### config.mk
export PLATFORM = sky130hd
export DESIGN_NAME = ukmm_scan_unit
export DESIGN_NICKNAME = d
export VERILOG_FILES = /design/src/sv/ukmm_pkg.sv /design/src/sv/ukmm_scan_unit.sv
export SDC_FILE = /design/constraint.sdc
export NUM_CORES = 1
export LEC_CHECK = 0
export ABC_AREA = 1
export BUFFER_PORTS_ARGS = -buffer_cell sky130_fd_sc_hd__buf_2
export CAP_MARGIN = 20
export CORE_MARGIN = 2
export CORE_UTILIZATION = 35
export CTS_CLUSTER_SIZE = 8
export DETAILED_ROUTE_END_ITERATION = 7
export GPL_ROUTABILITY_DRIVEN = 0
export GPL_TIMING_DRIVEN = 0
export PLACE_DENSITY = 0.66
export SLEW_MARGIN = 20
export SYNTH_ARGS = -nofsm -noshare
export SYNTH_HDL_FRONTEND = slang
export SYNTH_SLANG_ARGS = --single-unit
export TNS_END_PERCENT = 50
### constraint.sdc
create_clock -name clock -period 2.35 [get_ports clock]
set_input_delay 0.1175 -clock clock [delete_from_list [all_inputs] [get_ports clock]]
set_output_delay 0.1175 -clock clock [all_outputs]
set_load 0.05 [all_outputs]
### src/sv/ukmm_pkg.sv
// Shared types and constants for the unique key min/max table.
`timescale 1ns / 1ps
`default_nettype none
package ukmm_pkg;

   localparam int OP_W       = 2;
   localparam int WEIGHT_W   = 20;
   localparam int COST_W     = 20;
   localparam int STATUS_W   = 3;
   localparam int SUM_W      = 28;
   localparam int TOTAL_W    = 9;
   localparam int REQ_DATA_W = 48;
   localparam int RSP_DATA_W = 72;

   // operation codes
   localparam logic [OP_W-1:0] OP_INSERT     = 2'd0;
   localparam logic [OP_W-1:0] OP_REMOVE_MAX = 2'd1;
   localparam logic [OP_W-1:0] OP_REMOVE_MIN = 2'd2;

   // result status codes
   localparam logic [STATUS_W-1:0] ST_INSERTED  = 3'd0;
   localparam logic [STATUS_W-1:0] ST_DUPLICATE = 3'd1;
   localparam logic [STATUS_W-1:0] ST_REMOVED   = 3'd2;
   localparam logic [STATUS_W-1:0] ST_EMPTY     = 3'd3;
   localparam logic [STATUS_W-1:0] ST_FULL      = 3'd4;

   typedef enum logic [2:0] {
      S_CLEAR,
      S_IDLE,
      S_SCAN,
      S_LAST,
      S_DECIDE,
      S_WREAD,
      S_REMOVE,
      S_DONE
   } state_type;

   // sequencer to scan unit
   typedef struct packed {
      logic start;
      logic sample;
      logic insert_mode;
      logic max_mode;
   } scan_ctl_type;

   // scan unit findings
   typedef struct packed {
      logic dup;
      logic free_found;
      logic best_found;
   } scan_flags_type;

   // sequencer to accumulator
   typedef struct packed {
      logic add;
      logic sub;
   } acc_ctl_type;

endpackage
`default_nettype wire

### src/sv/ukmm_scan_unit.sv
// Shared compare unit that walks the slots for a duplicate, a free slot or the extreme cost.
`timescale 1ns / 1ps
`default_nettype none
module ukmm_scan_unit #(
   parameter int AW = 8
) (
   input  wire                             clock,
   input  wire                             reset,
   input  wire ukmm_pkg::scan_ctl_type     ctl,
   input  wire [AW-1:0]                    idx,
   input  wire                             tag_valid,
   input  wire [ukmm_pkg::COST_W-1:0]      tag_cost,
   input  wire [ukmm_pkg::COST_W-1:0]      key_cost,
   output ukmm_pkg::scan_flags_type        flags,
   output logic [AW-1:0]                   free_idx,
   output logic [AW-1:0]                   best_idx,
   output logic [ukmm_pkg::COST_W-1:0]     best_cost
);

   ukmm_pkg::scan_flags_type       flags_ff, flags_in;
   logic [AW-1:0]                  free_idx_ff, free_idx_in;
   logic [AW-1:0]                  best_idx_ff, best_idx_in;
   logic [ukmm_pkg::COST_W-1:0]    best_cost_ff, best_cost_in;
   logic [ukmm_pkg::COST_W-1:0]    cmp_ref;
   logic                           cmp_gt;
   logic                           cmp_eq;
   logic                           better;

   // one comparator: against the key on insert, against the best so far on remove
   always_comb begin
      cmp_ref = ctl.insert_mode ? key_cost : best_cost_ff;
      cmp_gt  = tag_cost > cmp_ref;
      cmp_eq  = tag_cost == cmp_ref;
      better  = !flags_ff.best_found || (ctl.max_mode ? cmp_gt : (!cmp_gt && !cmp_eq));
   end

   // tracker update per sampled slot
   always_comb begin
      flags_in     = flags_ff;
      free_idx_in  = free_idx_ff;
      best_idx_in  = best_idx_ff;
      best_cost_in = best_cost_ff;
      if (ctl.start) begin
         flags_in = '0;
      end else if (ctl.sample) begin
         if (ctl.insert_mode) begin
            if (tag_valid && cmp_eq) begin
               flags_in.dup = 1'b1;
            end
            if (!tag_valid && !flags_ff.free_found) begin
               flags_in.free_found = 1'b1;
               free_idx_in         = idx;
            end
         end else if (tag_valid && better) begin
            flags_in.best_found = 1'b1;
            best_idx_in         = idx;
            best_cost_in        = tag_cost;
         end
      end
   end

   always_ff @(posedge clock) begin
      if (reset) begin
         flags_ff <= '0;
      end else begin
         flags_ff <= flags_in;
      end
      free_idx_ff  <= free_idx_in;
      best_idx_ff  <= best_idx_in;
      best_cost_ff <= best_cost_in;
   end

   assign flags     = flags_ff;
   assign free_idx  = free_idx_ff;
   assign best_idx  = best_idx_ff;
   assign best_cost = best_cost_ff;

endmodule
`default_nettype wire

# [Yosys cells after proc, flatten, opt, wreduce, memory -nomap -nowiden]
# Index checks and enable logic that the tools add are counted.
[word_totals] register_bits=39 output_inout_bits=39 elab_cells=28
[op_classes] magnitude_cmp=1 n_eq_ne=1 muxes=2 bitwise=2 n_reduce_logical=16
[ops] cell="$eq A20 B20 Y1" n=1
[ops] cell="$gt A20 B20 Y1" n=1
[ops] cell="$mux W20" n=1
[ops] cell="$reduce_and A3 Y1" n=3
[ops] cell="$reduce_and A4 Y1" n=2
[ops] cell="$logic_not A1 Y1" n=5
[ops] cell="$logic_and A1 B1 Y1" n=4
[ops] cell="$not A1 Y1" n=2
[ops] cell="$reduce_or A2 Y1" n=1
[ops] cell="$logic_or A1 B1 Y1" n=1
[ops] cell="$mux W1" n=1

# [Depth between registers and ports, before layout]
[depth] ltp_word=8 mapped_depth=16 depth_no_buf=14

# [Least setup slack after synthesis]
# OpenSTA, ideal clock, no wires.
[synth_path] kind="register -> register" startpoint="register best_cost_ff (netlist bit best_cost[19])" endpoint="register best_cost_ff (netlist bit best_cost[0]), enable pin" arrival_time_ns=2.309 t_required_ns=1.967 path_slack_ns=-0.342 path_stages_with_launch=13 period_less_slack_ns=2.692 cell_sequence="edfxtp_1 -> mux2i_1 -> ha_1 -> nand2_2 -> nor2_4 -> nand2_2 -> nor2_2 -> nand2_1 -> nand3_1 -> nand3_1 -> nand3_1 -> nand2_1 -> inv_1"
[synth_between] elab_chain_len=8
[synth_rtl] element="start, declared" line="ukmm_scan_unit.sv:23" rtl="logic [ukmm_pkg::COST_W-1:0] best_cost_ff, best_cost_in;"
[synth_rtl] element="start signal, assigned" line="ukmm_scan_unit.sv:70" rtl="best_cost_ff <= best_cost_in;"
[synth_rtl] element="$mux W20 (*)" line="ukmm_scan_unit.sv:31" rtl="cmp_ref = ctl.insert_mode ? key_cost : best_cost_ff;"
[synth_rtl] element="$gt A20 B20 Y1 / $eq A20 B20 Y1 (equally long branches)" line="ukmm_scan_unit.sv:32, ukmm_scan_unit.sv:33"
[synth_rtl] element="$logic_not A1 Y1" line="ukmm_scan_unit.sv:34" rtl="better = !flags_ff.best_found || (ctl.max_mode ? cmp_gt : (!cmp_gt && !cmp_eq));"
[synth_rtl] element="$logic_and A1 B1 Y1" line="ukmm_scan_unit.sv:34"
[synth_rtl] element="$mux W1 (*)" line="ukmm_scan_unit.sv:34"
[synth_rtl] element="$logic_or A1 B1 Y1 (*)" line="ukmm_scan_unit.sv:34"
[synth_rtl] element="$logic_and A1 B1 Y1 (*)" line="ukmm_scan_unit.sv:54" rtl="end else if (tag_valid && better) begin"
[synth_rtl] element="$reduce_and A4 Y1 (no line) (*)"
# Mark *: on every way between the ends. The rest lies on a longest branch, timed or not.
# A chain may end at the register's enable or synchronous reset.

# [Worst setup path after layout]
[layout_path] startpoint="register best_cost_ff (netlist bit best_cost[5])" endpoint="register best_cost_ff (netlist bit best_cost[7]), enable pin"
# Same word-level chain as after synthesis.

==> impl_results.md <==
* Max Slew Vio Count at 0
* Cell with the most instances after synthesis: edfxtp_1
* Max-Cap Viols at 0
* Worst R2R Start: best_cost[5]
* Met2 usage at between 20% and 30%
* First-pass GRT wire length at roughly 6600 um
* Largest net degree at the start of global routing at 14
* Initial antenna violation count at 0
* Worst Hold Slack at between 0.015 and 0.02 ns
* Crit-path cells: mux2i_2 > ha_1 > nand2_1 > nor2_2 > nand2_1 > nor2_2 > nand2_1 > nand3_1 > nor2_1 > nand3_1 > nand3_2 > nand2_4 > clkinvlp_4 > buf_12
* Post-DRT Antenna Nets at 0
* Ports at 94
* Outcome: finished, final reports clean
* Ys Warns at 0
* GR Layer Usage met1 at 16.9%
* Worst Setup SP: best_cost[5]
* Num CTS Buffers at 5
* Required @ worst endpoint at ~2.4 ns
* GRT Total Usage at between 10% and 20%
* Synth top area share at a little over half
* Post-DR wirelength/cell at ~12 um
* Worst-Skew Late Latency at between 0.2 and 0.3 ns
* Clock tree buffer depth at 2
* Cells after synthesis at roughly 170
* Most frequent CP cell: nand2_1
* CP Class: reg2reg
* Placeable Area at approximately 5500 um^2
* Asr flop ratio synth at 0%
* M3 GR Usage at under 10%
* Vias post-DR at between 1500 and 2000
* Final #Nets at between 300 and 400
* Site row count at 27
* Vias in the first global route at between 1000 and 1500
* Pwr Density at between 600 and 700 nW/um^2
* VDD IR max at about 0.33 mV
* Post-synth top cells: edfxtp_1, nand2_1, ha_1, mux2i_1, inv_1
* Final setup fails at 0
* P&R area growth vs syn at 39.6%
* Synth Area per Inst at between 10 and 15 um^2
* Reg clk slew, reported paths at ~0.080 ns
* Pleak at 1.31 nW
* WP buf/inv at 2
* Netlist cell types at 22
* Final min period at ~2.2 ns
* Skew final at around 0.011 ns
* Post-synthesis sequential area ratio at between 50 and 60%
* DRC at 0
* # hold bufs at CTS at 0
* H-tree depth at 2
* Rel. slew slack at about three fifths
* GR peak layer: met2
* Die X at 79.2 um
* CTS tree: built
* Fin Setup TNS at 0 ns
* CP Launch Type: flip-flop
* PortBufs at 92
* Final Hold Vio Count at 0
* Total gr overflow at 0
* # fillers at 535
* Max Freq at between 400 and 500 MHz
* DRT Pass-1 Iters at 4
* Worst-Margin Slew at 0.588 ns
* Vias per cell at approximately 4.5
* Flops & latches, synth at 39
* Number of synthesized flops with an enable pin at 36
* Initial detailed-routing violation count at 23
* CTS Root Cell: clkbuf_8
* Arrival time worst endpoint at ~2.2 ns
* Post-Syn Area at between 1500 and 2000 um^2
* Top post-synthesis cells by area: edfxtp_1, ha_1, mux2i_1
* Period utilisation layout at about 90%
* Main synth FF type: edfxtp_1
* Hold path start: tag_cost[10]
* Crit-path leading delay family: simple AND/OR/NAND/NOR gates
* Fraction of layout cells with a size suffix above 1 at 44.2%
* HPWL after detailed placement at about 3200 um
* Min-Delay Path Class: in2reg
* Clock sinks at 39
* Starting Density at between 30% and 40%
* Post-Place Cells at 331
* RSZ-0062 raised after global routing: true
* CP max-delay cell: edfxtp_1
* Routed Wire Length at 4270 um
* Die Y at slightly below 80 um
* Cell accounting for the most synthesized area: edfxtp_1
* Final non-filler cell total at between 300 and 400
* Overall Power at between 1.5 and 2 mW
* Critical path fanouts, max at 13
* Crit end category: flip-flop
* # diodes at 0
* Largest stage delay on the critical path at about 0.4 ns
* Syn nets at 242
* Die ar. at roughly 6300 um^2
## final cells by class
class	instances	area, um^2	share of cell area (%)
buffer	3	18.8	0.679
clock buffer	6	72.6	2.62
clock inverter	2	60.1	2.17
inverter	17	67.6	2.44
multi-input combinational	108	788	28.5
sequential	39	1140	41.3
tap	72	90.1	3.26
timing repair buffer	98	519	18.8
timing repair inverter	1	7.51	0.271
## per-layer routing
metal  part of all wire, %  vias up
met5                     0        -
met4                   1.2        0
met3                   8.0        6
met2                    48       60
met1                    43      707
li1                      -      796
## kinds of logic (layout without fill, tap and decap cells)
logic type | count (synthesis) | count (layout) | share of synthesized area (%)
simple gates | 55 | 55 | 12.0
flops | 39 | 39 | 57.6
fa+ha+maj | 20 | 20 | 12.6
buf+inv | 20 | 127 | 3.92
mux | 19 | 19 | 9.60
compound gates | 14 | 14 | 4.23
## final timing paths
kind | slack, ns | depth (start not counted) | endpoint
worst max-delay path | 0.19 | 14 | best_cost[7]
worst max register to register | 0.19 | 14 | best_cost[7]
worst min register to register | 0.47 | 2 | flags[1]
worst min-delay path | 0.02 | 1 | best_cost[10]
## metrics by stage
step                setup WS, ns  instance area [um^2]  utilization [%]
floorplan                 -0.216                  1990                -
global placement          -0.627                  2540             46.5
detailed placement        -0.649                  2540             46.5
CTS                      0.00531                  2730             49.9
global route             -0.0269                  2770             50.5
finish                     0.186                  2770             50.5
## power by group
group	switching (mW)	internal, mW
Clock	0.229	0.424
Sequential	0.00398	0.771
Combinational	0.150	0.103
## cells in the final DEF (no fill, tap or decap), types with 2 or more instances in the layout
cell type and instances:
buf_2 92, edfxtp_1 36, nand2_1 29, ha_1 20
mux2i_1 18, inv_1 16, a21oi_1 9, nand3_1 6
nor2_1 6, clkbuf_8 5, buf_4 4, nor2_2 4
nand2_2 3, dfxtp_1 3, clkbuf_1 2, nor3_1 2
clkinvlp_4 2, bufinv_16 2
## registers in the layout, indices dropped and copies added (netlist names)
| signal | flops |
|---|---|
| best_cost | 20 |
| free_idx | 8 |
| flags | 3 |
| best_idx | 8 |
## timing repair
item	in CTS	in global routing
pin swaps	0	4
gates resized for setup	1	10
endpoints found under the setup margin	28	28
setup buffers	5	0
gates cloned	1	0
(Power assumes the default switching activity.)
