## src/sv/ukmm_pkg.sv

```systemverilog
// Shared types and constants for the unique key min/max table.
`timescale 1ns / 1ps
`default_nettype none
package ukmm_pkg;

   localparam int OP_W       = 2;
   localparam int WEIGHT_W   = 20;
   localparam int COST_W     = 20;
   localparam int STATUS_W   = 3;
   localparam int SUM_W      = 28;
   localparam int TOTAL_W    = 9;
   localparam int REQ_DATA_W = 48;
   localparam int RSP_DATA_W = 72;

   // operation codes
   localparam logic [OP_W-1:0] OP_INSERT     = 2'd0;
   localparam logic [OP_W-1:0] OP_REMOVE_MAX = 2'd1;
   localparam logic [OP_W-1:0] OP_REMOVE_MIN = 2'd2;

   // result status codes
   localparam logic [STATUS_W-1:0] ST_INSERTED  = 3'd0;
   localparam logic [STATUS_W-1:0] ST_DUPLICATE = 3'd1;
   localparam logic [STATUS_W-1:0] ST_REMOVED   = 3'd2;
   localparam logic [STATUS_W-1:0] ST_EMPTY     = 3'd3;
   localparam logic [STATUS_W-1:0] ST_FULL      = 3'd4;

   typedef enum logic [2:0] {
      S_CLEAR,
      S_IDLE,
      S_SCAN,
      S_LAST,
      S_DECIDE,
      S_WREAD,
      S_REMOVE,
      S_DONE
   } state_type;

   // sequencer to scan unit
   typedef struct packed {
      logic start;
      logic sample;
      logic insert_mode;
      logic max_mode;
   } scan_ctl_type;

   // scan unit findings
   typedef struct packed {
      logic dup;
      logic free_found;
      logic best_found;
   } scan_flags_type;

   // sequencer to accumulator
   typedef struct packed {
      logic add;
      logic sub;
   } acc_ctl_type;

endpackage
`default_nettype wire

```

## src/sv/ukmm_accum.sv

```systemverilog
// Running weight sum, cost sum and entry count.
`timescale 1ns / 1ps
`default_nettype none
module ukmm_accum #(
   parameter int CW = 9
) (
   input  wire                           clock,
   input  wire                           reset,
   input  wire ukmm_pkg::acc_ctl_type    ctl,
   input  wire [ukmm_pkg::WEIGHT_W-1:0]  weight,
   input  wire [ukmm_pkg::COST_W-1:0]    cost,
   output logic [ukmm_pkg::SUM_W-1:0]    weight_sum,
   output logic [ukmm_pkg::SUM_W-1:0]    cost_sum,
   output logic [CW-1:0]                 count
);

   logic [ukmm_pkg::SUM_W-1:0] wsum_ff, wsum_in;
   logic [ukmm_pkg::SUM_W-1:0] csum_ff, csum_in;
   logic [CW-1:0]              count_ff, count_in;
   logic [ukmm_pkg::SUM_W-1:0] w_ext;
   logic [ukmm_pkg::SUM_W-1:0] c_ext;

   // add or subtract through the same adders, wrapping at the sum width
   always_comb begin
      w_ext    = ukmm_pkg::SUM_W'(weight);
      c_ext    = ukmm_pkg::SUM_W'(cost);
      wsum_in  = wsum_ff;
      csum_in  = csum_ff;
      count_in = count_ff;
      if (ctl.add || ctl.sub) begin
         wsum_in  = wsum_ff + (ctl.sub ? ~w_ext : w_ext) + ukmm_pkg::SUM_W'(ctl.sub);
         csum_in  = csum_ff + (ctl.sub ? ~c_ext : c_ext) + ukmm_pkg::SUM_W'(ctl.sub);
         count_in = ctl.sub ? count_ff - CW'(1) : count_ff + CW'(1);
      end
   end

   always_ff @(posedge clock) begin
      if (reset) begin
         wsum_ff  <= '0;
         csum_ff  <= '0;
         count_ff <= '0;
      end else begin
         wsum_ff  <= wsum_in;
         csum_ff  <= csum_in;
         count_ff <= count_in;
      end
   end

   assign weight_sum = wsum_ff;
   assign cost_sum   = csum_ff;
   assign count      = count_ff;

endmodule
`default_nettype wire

```

## config.mk

```make
export PLATFORM = sky130hd
export DESIGN_NAME = ukmm_accum
export DESIGN_NICKNAME = d
export VERILOG_FILES = /design/src/sv/ukmm_pkg.sv /design/src/sv/ukmm_accum.sv
export SDC_FILE = /design/constraint.sdc
export NUM_CORES = 1
export LEC_CHECK = 0
export BUFFER_PORTS_ARGS = -buffer_cell sky130_fd_sc_hd__buf_2
export CAP_MARGIN = 0
export CORE_ASPECT_RATIO = 0.75
export CORE_MARGIN = 5
export CORE_UTILIZATION = 35
export DETAILED_ROUTE_END_ITERATION = 10
export REMOVE_ABC_BUFFERS = 1
export SETUP_SLACK_MARGIN = 0.05
export SLEW_MARGIN = 30
export SYNTH_ARGS = -nofsm -noshare
export SYNTH_HDL_FRONTEND = slang
export SYNTH_SLANG_ARGS = --single-unit
```

## constraint.sdc

```tcl
create_clock -name clock -period 3.62 [get_ports clock]
set_input_delay 0.724 -clock clock [delete_from_list [all_inputs] [get_ports clock]]
set_output_delay 0.724 -clock clock [all_outputs]
set_load 0.005 [all_outputs]
```

Yosys cells after proc, flatten, opt, wreduce, memory -nomap -nowiden:

Index checks and enable logic that the tools add are counted.
W data, S select, Z words.

* word-level logic and storage cells: 15
* bits of input ports: 44
* register bits: 65

* reductions and logical operators: 1
* multiplexer cells: 3
* bitwise logic cells: 2
* add/sub/neg operators: 6

Operators with widths (number)
* $add A28 B1 Y28: 2
* $add A28 B28 Y28: 2
* $mux W28: 2
* $not A20 Y28: 2
* $add A9 B1 Y9 const B: 1
* $mux W9: 1
* $sub A9 B1 Y9 const B: 1
* $logic_or A1 B1 Y1: 1

Logic depth before layout (Yosys ltp):

Gate-level depths: netlist of the first run.

* word-level depth: 4
* mapped depth: 14

Worst setup path after synthesis of the first run:

OpenSTA, ideal clock, no wires.

* path kind: input to register
* start: in ctl[0] (netlist name)
* end: reg wsum_ff (netlist bit weight_sum[25])
* library setup time: 0.125 ns
* setup slack: 0.043 ns
* path buffers: 3
* stages on the path: 13
* data required time: 3.495 ns
* data arrival time: 3.451 ns
* cell sequence: buf_4 buf_2 buf_1 xor2_1 ha_1 a2111oi_0 o21a_1 nor3_2 a211o_1 a211oi_1 o21ai_1 xnor2_1 o21ai_1

* cells in the longest elaborated chain, start to end: 3
* elaborated cells on any way between the ends: 4

RTL lines
* start: declaration: RTL line ukmm_accum.sv:9 `input wire ukmm_pkg::acc_ctl_type ctl,`
* $mux W28: RTL line ukmm_accum.sv:31 `wsum_in = wsum_ff + (ctl.sub ? ~w_ext : w_ext) + ukmm_pkg::SUM_W'(ctl.sub);`
* $add A28 B28 Y28: RTL line ukmm_accum.sv:31
* $add A28 B1 Y28: RTL line ukmm_accum.sv:31
* end signal: assignment: RTL line ukmm_accum.sv:43 `wsum_ff <= wsum_in;`
* end: declaration: RTL line ukmm_accum.sv:17 `logic [ukmm_pkg::SUM_W-1:0] wsum_ff, wsum_in;`

Parallel ways exist; a longest one is shown, timed or not.
A chain may end at the register's enable or synchronous reset.

Worst setup path in the final report of the first run:

* start: in ctl[0] (netlist name)
* end: reg csum_ff (netlist bit cost_sum[26])

* cells in the longest elaborated chain, start to end: 3
* elaborated cells on any way between the ends: 4

RTL lines
* $mux W28: RTL line ukmm_accum.sv:32 `csum_in = csum_ff + (ctl.sub ? ~c_ext : c_ext) + ukmm_pkg::SUM_W'(ctl.sub);`
* $add A28 B28 Y28: RTL line ukmm_accum.sv:32
* $add A28 B1 Y28: RTL line ukmm_accum.sv:32
* end signal: assignment: RTL line ukmm_accum.sv:44 `csum_ff <= csum_in;`
* end: declaration: RTL line ukmm_accum.sv:18 `logic [ukmm_pkg::SUM_W-1:0] csum_ff, csum_in;`

Parallel ways exist; a longest one is shown, timed or not.

==> results.toml, run 1 <==
[worst_setup_path]
cp_cell_sequence = "buf_4, xor2_1, inv_1, fa_1, nor2b_1, o21ai_1, a21oi_2, o21ai_1, a2111oi_4, o21ai_0, and3_1, o31ai_1"
timing.critical_path.required_ns = 3.86
critPathArrivalTime_ns = 3.40
setup.worst_path.end_class = "flop"
reg2reg_slack_ns = 0.93
r2r_end = "cost_sum[26]"
crit_fanout = 13
cp-start-kind = "input pin"
timing.critical_path.slowest_stage_cell = "sky130_fd_sc_hd__fa_1"
path_class = "in2reg"
crit_path_max_incr_delay_ns = 0.41
worst_r2r_path_depth = 10
critical_path.reg2reg.startpoint = "cost_sum[1]"
path_buf_inv = 2
path_delay_family = "compound AO/OA/AOI/OAI gates"
timing.critical_path.mode_cell = "sky130_fd_sc_hd__o21ai_1"

[drt]
avgRoutedWirePerCell_um = 15.11
first_iter_violations = 356
drt_first_pass_iters = 6
antenna_violating_nets_post_route = 0
routed_wl_um = 16250
detailroute.via_count = 5596
post_drt_via_cell_ratio = 5.206
route.detailed.drc = 0

[timing]
timing.fmax_mhz = 316.6
timing.final.max_slew_violations = 0
period_minus_slack_ns = 3.159
hold_viol = 0
rsz_0062_raised_after_global_routing = "no"
finalWorstSetupSlack_ns = 0.4615
skew_ns = 0.005245
total_of_endpoints_with_negative_setup_slack_in_the_final_report = 0
final.setup.tns_ns = 0
timing.final.crit_share = 0.8725
tightestPinTransition_ns = 0.5245
slew_headroom = 0.6503

[hold_path]
min_delay_worst_type = "reg2reg"
worstHoldEndpoint = "weight_sum[23]"
timing.hold.worst.start = "weight_sum[23]"
min_delay_path_depth = 2

[synth]
yosys_register_bits = 65
synth.distinct_cells = 61
asyncSetResetFlopFracSynth = 0
yosys_warnings = 0
synth_simple_gate_area_frac = 0.1730
yosysSeqAreaShare = 0.2243
muxShareOfSynthArea = 0.01273
synth_instances = 757
number_of_synthesized_flops_with_an_enable_pin = 0
synth_flop_cell = "sky130_fd_sc_hd__dfxtp_1"
synth_top_family_by_area = "compound AO/OA/AOI/OAI gates"
syn_avg_cell_area_um2 = 7.663
synthesis.area_um2 = 5801
compound_gate_fraction_of_synth_area = 0.2662
yosys.area_share.adder = 0.1462
xor_xnor_cell_area_share_of_the_yosys_netlist = 0.1389

[placement]
port-buffer-count = 108
dp_slack_ns = 0.1442
gp_congestion = 0.8972
dp_hpwl_um = 12590

[global_route]
grt_antenna_before_repair = 0
grt_start_max_net_pins = 30
grt_remaining_overflow = 0
first_global_vias = 5229
grt_util_all_layers = 0.1695
grt_pass1_wl_um = 26470

[clocking]
numCtsBuffers = 9
cts_root_buf = "sky130_fd_sc_hd__clkbuf_16"
clock_insertion_delay_worst_skew_ns = 0.33
postCtsResizedCells = 0
post-cts-setup-buffer-count = 0
clkSlewWorstSetupHoldPaths_ns = 0.06
numClockSinks = 65
cts.path.max_buffers = 2
ctsHtreeMaxLevel = 3
clock_tree_from_tritoncts = "yes"
postCtsHoldBufs = 0

[finish]
areaGrowthSynthToFinish_pct = 19.24
layout-drive-gt1-share = 0.1861
num_antenna_cells = 0
number_of_fillers_in_the_final_layout = 1636
number_of_nets_in_the_final_layout = 970

[power]
power_per_cell_area_nw_per_um2 = 802.5
power.leakage_nw = 3.269
power.ir.vdd_worst_uv = 283.4

[die]
start_util = 0.3588
floorplan.core_area_um2 = 16170
fp.dieW_um = 158.7
die_footprint_um2 = 19270
floorplan.die.height_um = 121.5
ioPinCount = 109
std_cell_rows = 40

[status]
run_status = "completed"

[run]
cap_viol_max_count = 0
[power by group]
group	internal, mW	total (mW)	switching [mW]
Clock	0.498	0.832	0.334
Sequential	1.01	1.26	0.254
Combinational	1.53	3.46	1.93
[per-stage QoR]
stage	std cells	power [mW]	utilization	hold WS (ns)	area (um2)
5_1_grt	1075	6.069	0.4279	0.4874	6917
4_1_cts	1075	5.567	0.4279	0.4698	6917
3_5_place_dp	1059	4.697	0.4108	0.4609	6641
6_report	1075	5.551	0.4279	0.4650	6917
3_3_place_gp	1059	4.708	0.4108	0.4552	6641
2_1_floorplan	722	3.681	-	0.4581	5663
[registers in the layout, indices dropped and copies added (netlist names)]
name / flops
weight_sum: 28
count: 9
cost_sum: 28
[placed cells by master (no fill, tap or decap), types with 24 or more instances in the layout]
cell,instances
sky130_fd_sc_hd__nand2_1,115
sky130_fd_sc_hd__buf_2,107
sky130_fd_sc_hd__a21oi_1,82
sky130_fd_sc_hd__xor2_1,66
sky130_fd_sc_hd__dfxtp_1,65
sky130_fd_sc_hd__ha_1,63
sky130_fd_sc_hd__nor2_1,50
sky130_fd_sc_hd__o21ai_0,48
sky130_fd_sc_hd__xnor2_1,26
sky130_fd_sc_hd__a21o_1,24
[tightest hold or removal path, cell delays in order (launching register included)]
cell,delay (ns)
sky130_fd_sc_hd__dfxtp_1,0.32
sky130_fd_sc_hd__nand2_1,0.05
sky130_fd_sc_hd__o21ai_1,0.05
[layout make-up]
cell class / instances / area [um2] / area share
timing repair buffer: 127 / 710.7 / 0.1027
sequential: 65 / 1301 / 0.1881
tap: 210 / 262.8 / 0.03799
multi-input combinational: 634 / 4280 / 0.6189
clock inverter: 3 / 15.01 / 0.002171
clock buffer: 13 / 260.3 / 0.03763
inverter: 23 / 86.33 / 0.01248
[metal layers]
layer,vias to the layer above,routed length (um),GRT usage,part of all wire
met5,-,0,0,0
met4,0,107,0.02611,0.0066
met3,11,1353,0.03993,0.083
met2,189,6574,0.2505,0.40
met1,2506,8211,0.2526,0.51
li1,2890,-,-,-
[synthesized netlist by cell type (4+ instances only)]
cell type,number,area (um2)
sky130_fd_sc_hd__nand2_1,115,431.7
sky130_fd_sc_hd__a21oi_1,82,410.4
sky130_fd_sc_hd__xor2_1,66,578.1
sky130_fd_sc_hd__dfxtp_1,65,1301
sky130_fd_sc_hd__ha_1,63,788.3
sky130_fd_sc_hd__nor2_1,52,195.2
sky130_fd_sc_hd__o21ai_0,48,240.2
sky130_fd_sc_hd__clkbuf_1,27,101.4
sky130_fd_sc_hd__xnor2_1,26,227.7
sky130_fd_sc_hd__a21o_1,24,180.2
sky130_fd_sc_hd__inv_1,23,86.33
sky130_fd_sc_hd__a211oi_1,15,112.6
sky130_fd_sc_hd__nor3_1,12,60.06
sky130_fd_sc_hd__o21bai_1,11,82.58
sky130_fd_sc_hd__nand4_1,10,62.56
sky130_fd_sc_hd__nand3_1,7,35.03
sky130_fd_sc_hd__nor2b_1,7,43.79
sky130_fd_sc_hd__o21ai_1,7,35.03
sky130_fd_sc_hd__o31ai_1,7,52.55
sky130_fd_sc_hd__a31oi_1,6,37.54
sky130_fd_sc_hd__mux2i_1,6,60.06
sky130_fd_sc_hd__nand2b_1,6,37.54
sky130_fd_sc_hd__buf_1,5,18.77
sky130_fd_sc_hd__o21a_1,5,37.54
sky130_fd_sc_hd__or2_2,4,25.02
[how the worst max path moves through the flow]
stage | from | to | slack, ns | cells after the start
after floorplan | ctl[0] | cost_sum[22] | 0.81 | 11
after global placement | ctl[0] | cost_sum[26] | 0.19 | 12
after detailed placement | ctl[0] | cost_sum[26] | 0.14 | 12
after CTS | ctl[0] | cost_sum[26] | 0.47 | 12
after global routing | ctl[0] | cost_sum[26] | 0.16 | 12
final | ctl[0] | cost_sum[26] | 0.46 | 12
[kinds of logic (layout without fill, tap and decap cells)]
kind of cell,Yosys count,in the layout
AND/OR/NAND/NOR,228,228
adder cells (fa/ha/maj),66,66
multiplexers,7,7
AO/OA/AOI/OAI,241,241
flip-flops,65,65
XOR/XNOR,92,92
buffers and inverters,58,166
Power figures use the tool's default switching activity.
==> inputs of run 2 (changes only) <==
Clock period 3.62 ns to 3.6 ns, I/O delays scaled along.
==> run 2 against run 1 <==
Non-clock buffer count is 1 higher; clock skew hardly changed; first-iteration DRC count is 8.1% lower; final cell count hardly changed; total power is 0.49% higher; clock power is 2.9% lower; sequential share of layout area hardly changed; sequential power hardly changed; global-route usage is 0.066 points higher; critical path depth stayed put; worst setup slack worse by 0.14 ns; via count is 0.18% lower; largest power group unchanged.
==> results.toml, run 2 (same netlist as run 1, synthesis figures left out) <==
[finish]
final_area_um2 = 6900
multi_input_comb_area_um2 = 4280
seq_area_um2 = 1301
most-common-layout-cells = "115 x sky130_fd_sc_hd__nand2_1, 107 x sky130_fd_sc_hd__buf_2, 82 x sky130_fd_sc_hd__a21oi_1"
number_of_nets_in_the_final_layout = 971
final_common_cell = "sky130_fd_sc_hd__nand2_1"
number_of_fillers_in_the_final_layout = 1644
areaGrowthSynthToFinish_pct = 18.96
num_antenna_cells = 0
layout-drive-gt1-share = 0.1840

[timing]
period_minus_slack_ns = 3.283
finalWorstSetupSlack_ns = 0.3169
timing.fmax_mhz = 304.6
tightestPinTransition_ns = 0.5081
hold_viol = 0
slew_headroom = 0.6565
worst_hold_slack_ns = 0.4588
rsz_0062_raised_after_global_routing = "no"
skew_ns = 0.005106
timing.final.crit_share = 0.9120
final.setup.tns_ns = 0
total_of_endpoints_with_negative_setup_slack_in_the_final_report = 0
timing.final.max_slew_violations = 0

[placement]
gp_congestion = 0.8816
dp_hpwl_um = 12800
port-buffer-count = 108
placed_cell_area_um2 = 6636
dp_slack_ns = 0.01493

[drt]
first_iter_violations = 327
detailroute.via_count = 5586
avgRoutedWirePerCell_um = 15.20
post_drt_via_cell_ratio = 5.201
route.detailed.drc = 0
routed_wl_um = 16330
antenna_violating_nets_post_route = 0
drt_first_pass_iters = 5

[clocking]
numCtsBuffers = 9
cts_root_buf = "sky130_fd_sc_hd__clkbuf_16"
postCtsHoldBufs = 0
clock_tree_from_tritoncts = "yes"
post-cts-setup-buffer-count = 0
clkSlewWorstSetupHoldPaths_ns = 0.05
postCtsResizedCells = 0
clock_insertion_delay_worst_skew_ns = 0.33
numClockSinks = 65
cts.path.max_buffers = 2
ctsHtreeMaxLevel = 3

[hold_path]
worstHoldEndpoint = "weight_sum[23]"
min_delay_worst_type = "reg2reg"
timing.hold.worst.start = "weight_sum[23]"
min_delay_path_depth = 2

[worst_setup_path]
critical_path.reg2reg.startpoint = "weight_sum[0]"
critPathArrivalTime_ns = 3.49
path_class = "in2reg"
cp-start-kind = "input pin"
r2r_end = "weight_sum[26]"
timing.critical_path.required_ns = 3.80
crit_fanout = 14
worst_r2r_path_depth = 11
reg2reg_slack_ns = 0.92
crit_path_start = "ctl[0]"
setup.worst_path.end_class = "flop"

[die]
die_footprint_um2 = 19270
ioPinCount = 109
floorplan.core_area_um2 = 16170
fp.dieW_um = 158.7
std_cell_rows = 40
start_util = 0.3588
floorplan.die.height_um = 121.5

[power]
power.ir.vdd_worst_uv = 340.2
power_per_cell_area_nw_per_um2 = 808.4
power.leakage_nw = 3.259
report.power.total_mw = 5.578

[global_route]
grt_util_all_layers = 0.1701
grt_pass1_wl_um = 26690
grt_remaining_overflow = 0
grt_start_max_net_pins = 30
first_global_vias = 5332
grt_antenna_before_repair = 0

[status]
run_status = "completed"

[run]
cap_viol_max_count = 0
==> run 2: changes by cell type in the layout (fill, tap and decap cells not counted) <==
cell / before / now
sky130_fd_sc_hd__buf_12: 2 / 1
sky130_fd_sc_hd__clkbuf_1: 2 / 3
sky130_fd_sc_hd__clkinv_2: 3 / 0
sky130_fd_sc_hd__buf_4: 18 / 20
==> run 2: cell type report <==
cell class / instances / share of cell area
Sequential cell: 65 / 0.1886
Inverter: 23 / 0.01251
Multi-Input combinational cell: 634 / 0.6203
Tap cell: 210 / 0.03808
Clock buffer: 14 / 0.03826
Timing Repair Buffer: 128 / 0.1023
==> run 2: where the power goes <==
| group | internal [mW] | total, mW | switching, mW |
|---|---|---|---|
| Sequential | 1.01 | 1.27 | 0.260 |
| Combinational | 1.55 | 3.50 | 1.95 |
| Clock | 0.497 | 0.808 | 0.312 |
==> run 2: routing by layer <==
metal  vias to the layer above  wire length, um  GRT usage  part of all wire
met5                         -                0          0                 0
met4                         0              135    0.03143            0.0083
met3                        12             1177    0.03957             0.072
met2                       163             6577     0.2442              0.40
met1                      2517             8438     0.2579              0.52
li1                       2894                -          -                 -
==> run 2: worst max-delay path, cell delays in order <==
cell and delay (ns):
sky130_fd_sc_hd__buf_4 0.21, sky130_fd_sc_hd__buf_4 0.29, sky130_fd_sc_hd__xor2_1 0.12, sky130_fd_sc_hd__ha_1 0.39, sky130_fd_sc_hd__nand2_1 0.19, sky130_fd_sc_hd__nor4b_1 0.54
sky130_fd_sc_hd__nand2_1 0.12, sky130_fd_sc_hd__a21oi_1 0.25, sky130_fd_sc_hd__mux2i_1 0.12, sky130_fd_sc_hd__nor3_1 0.26, sky130_fd_sc_hd__xor2_1 0.19, sky130_fd_sc_hd__nor2_1 0.05
==> run 2: stage by stage <==
step,utilization,cells
2_1_floorplan,-,722
3_3_place_gp,0.4105,1060
3_5_place_dp,0.4105,1060
4_1_cts,0.4269,1074
5_1_grt,0.4269,1074
6_report,0.4269,1074
==> run 2: worst max-delay path by stage <==
| stage | cells after the start | slack [ns] | end |
|---|---|---|---|
| 3_3_place_gp | 12 | -0.02 | weight_sum[27] |
| 2_1_floorplan | 11 | 0.79 | cost_sum[22] |
| 6_report | 12 | 0.32 | weight_sum[27] |
| 4_1_cts | 12 | 0.33 | weight_sum[27] |
| 5_1_grt | 12 | 0.1 | weight_sum[27] |
| 3_5_place_dp | 12 | 0.01 | weight_sum[27] |
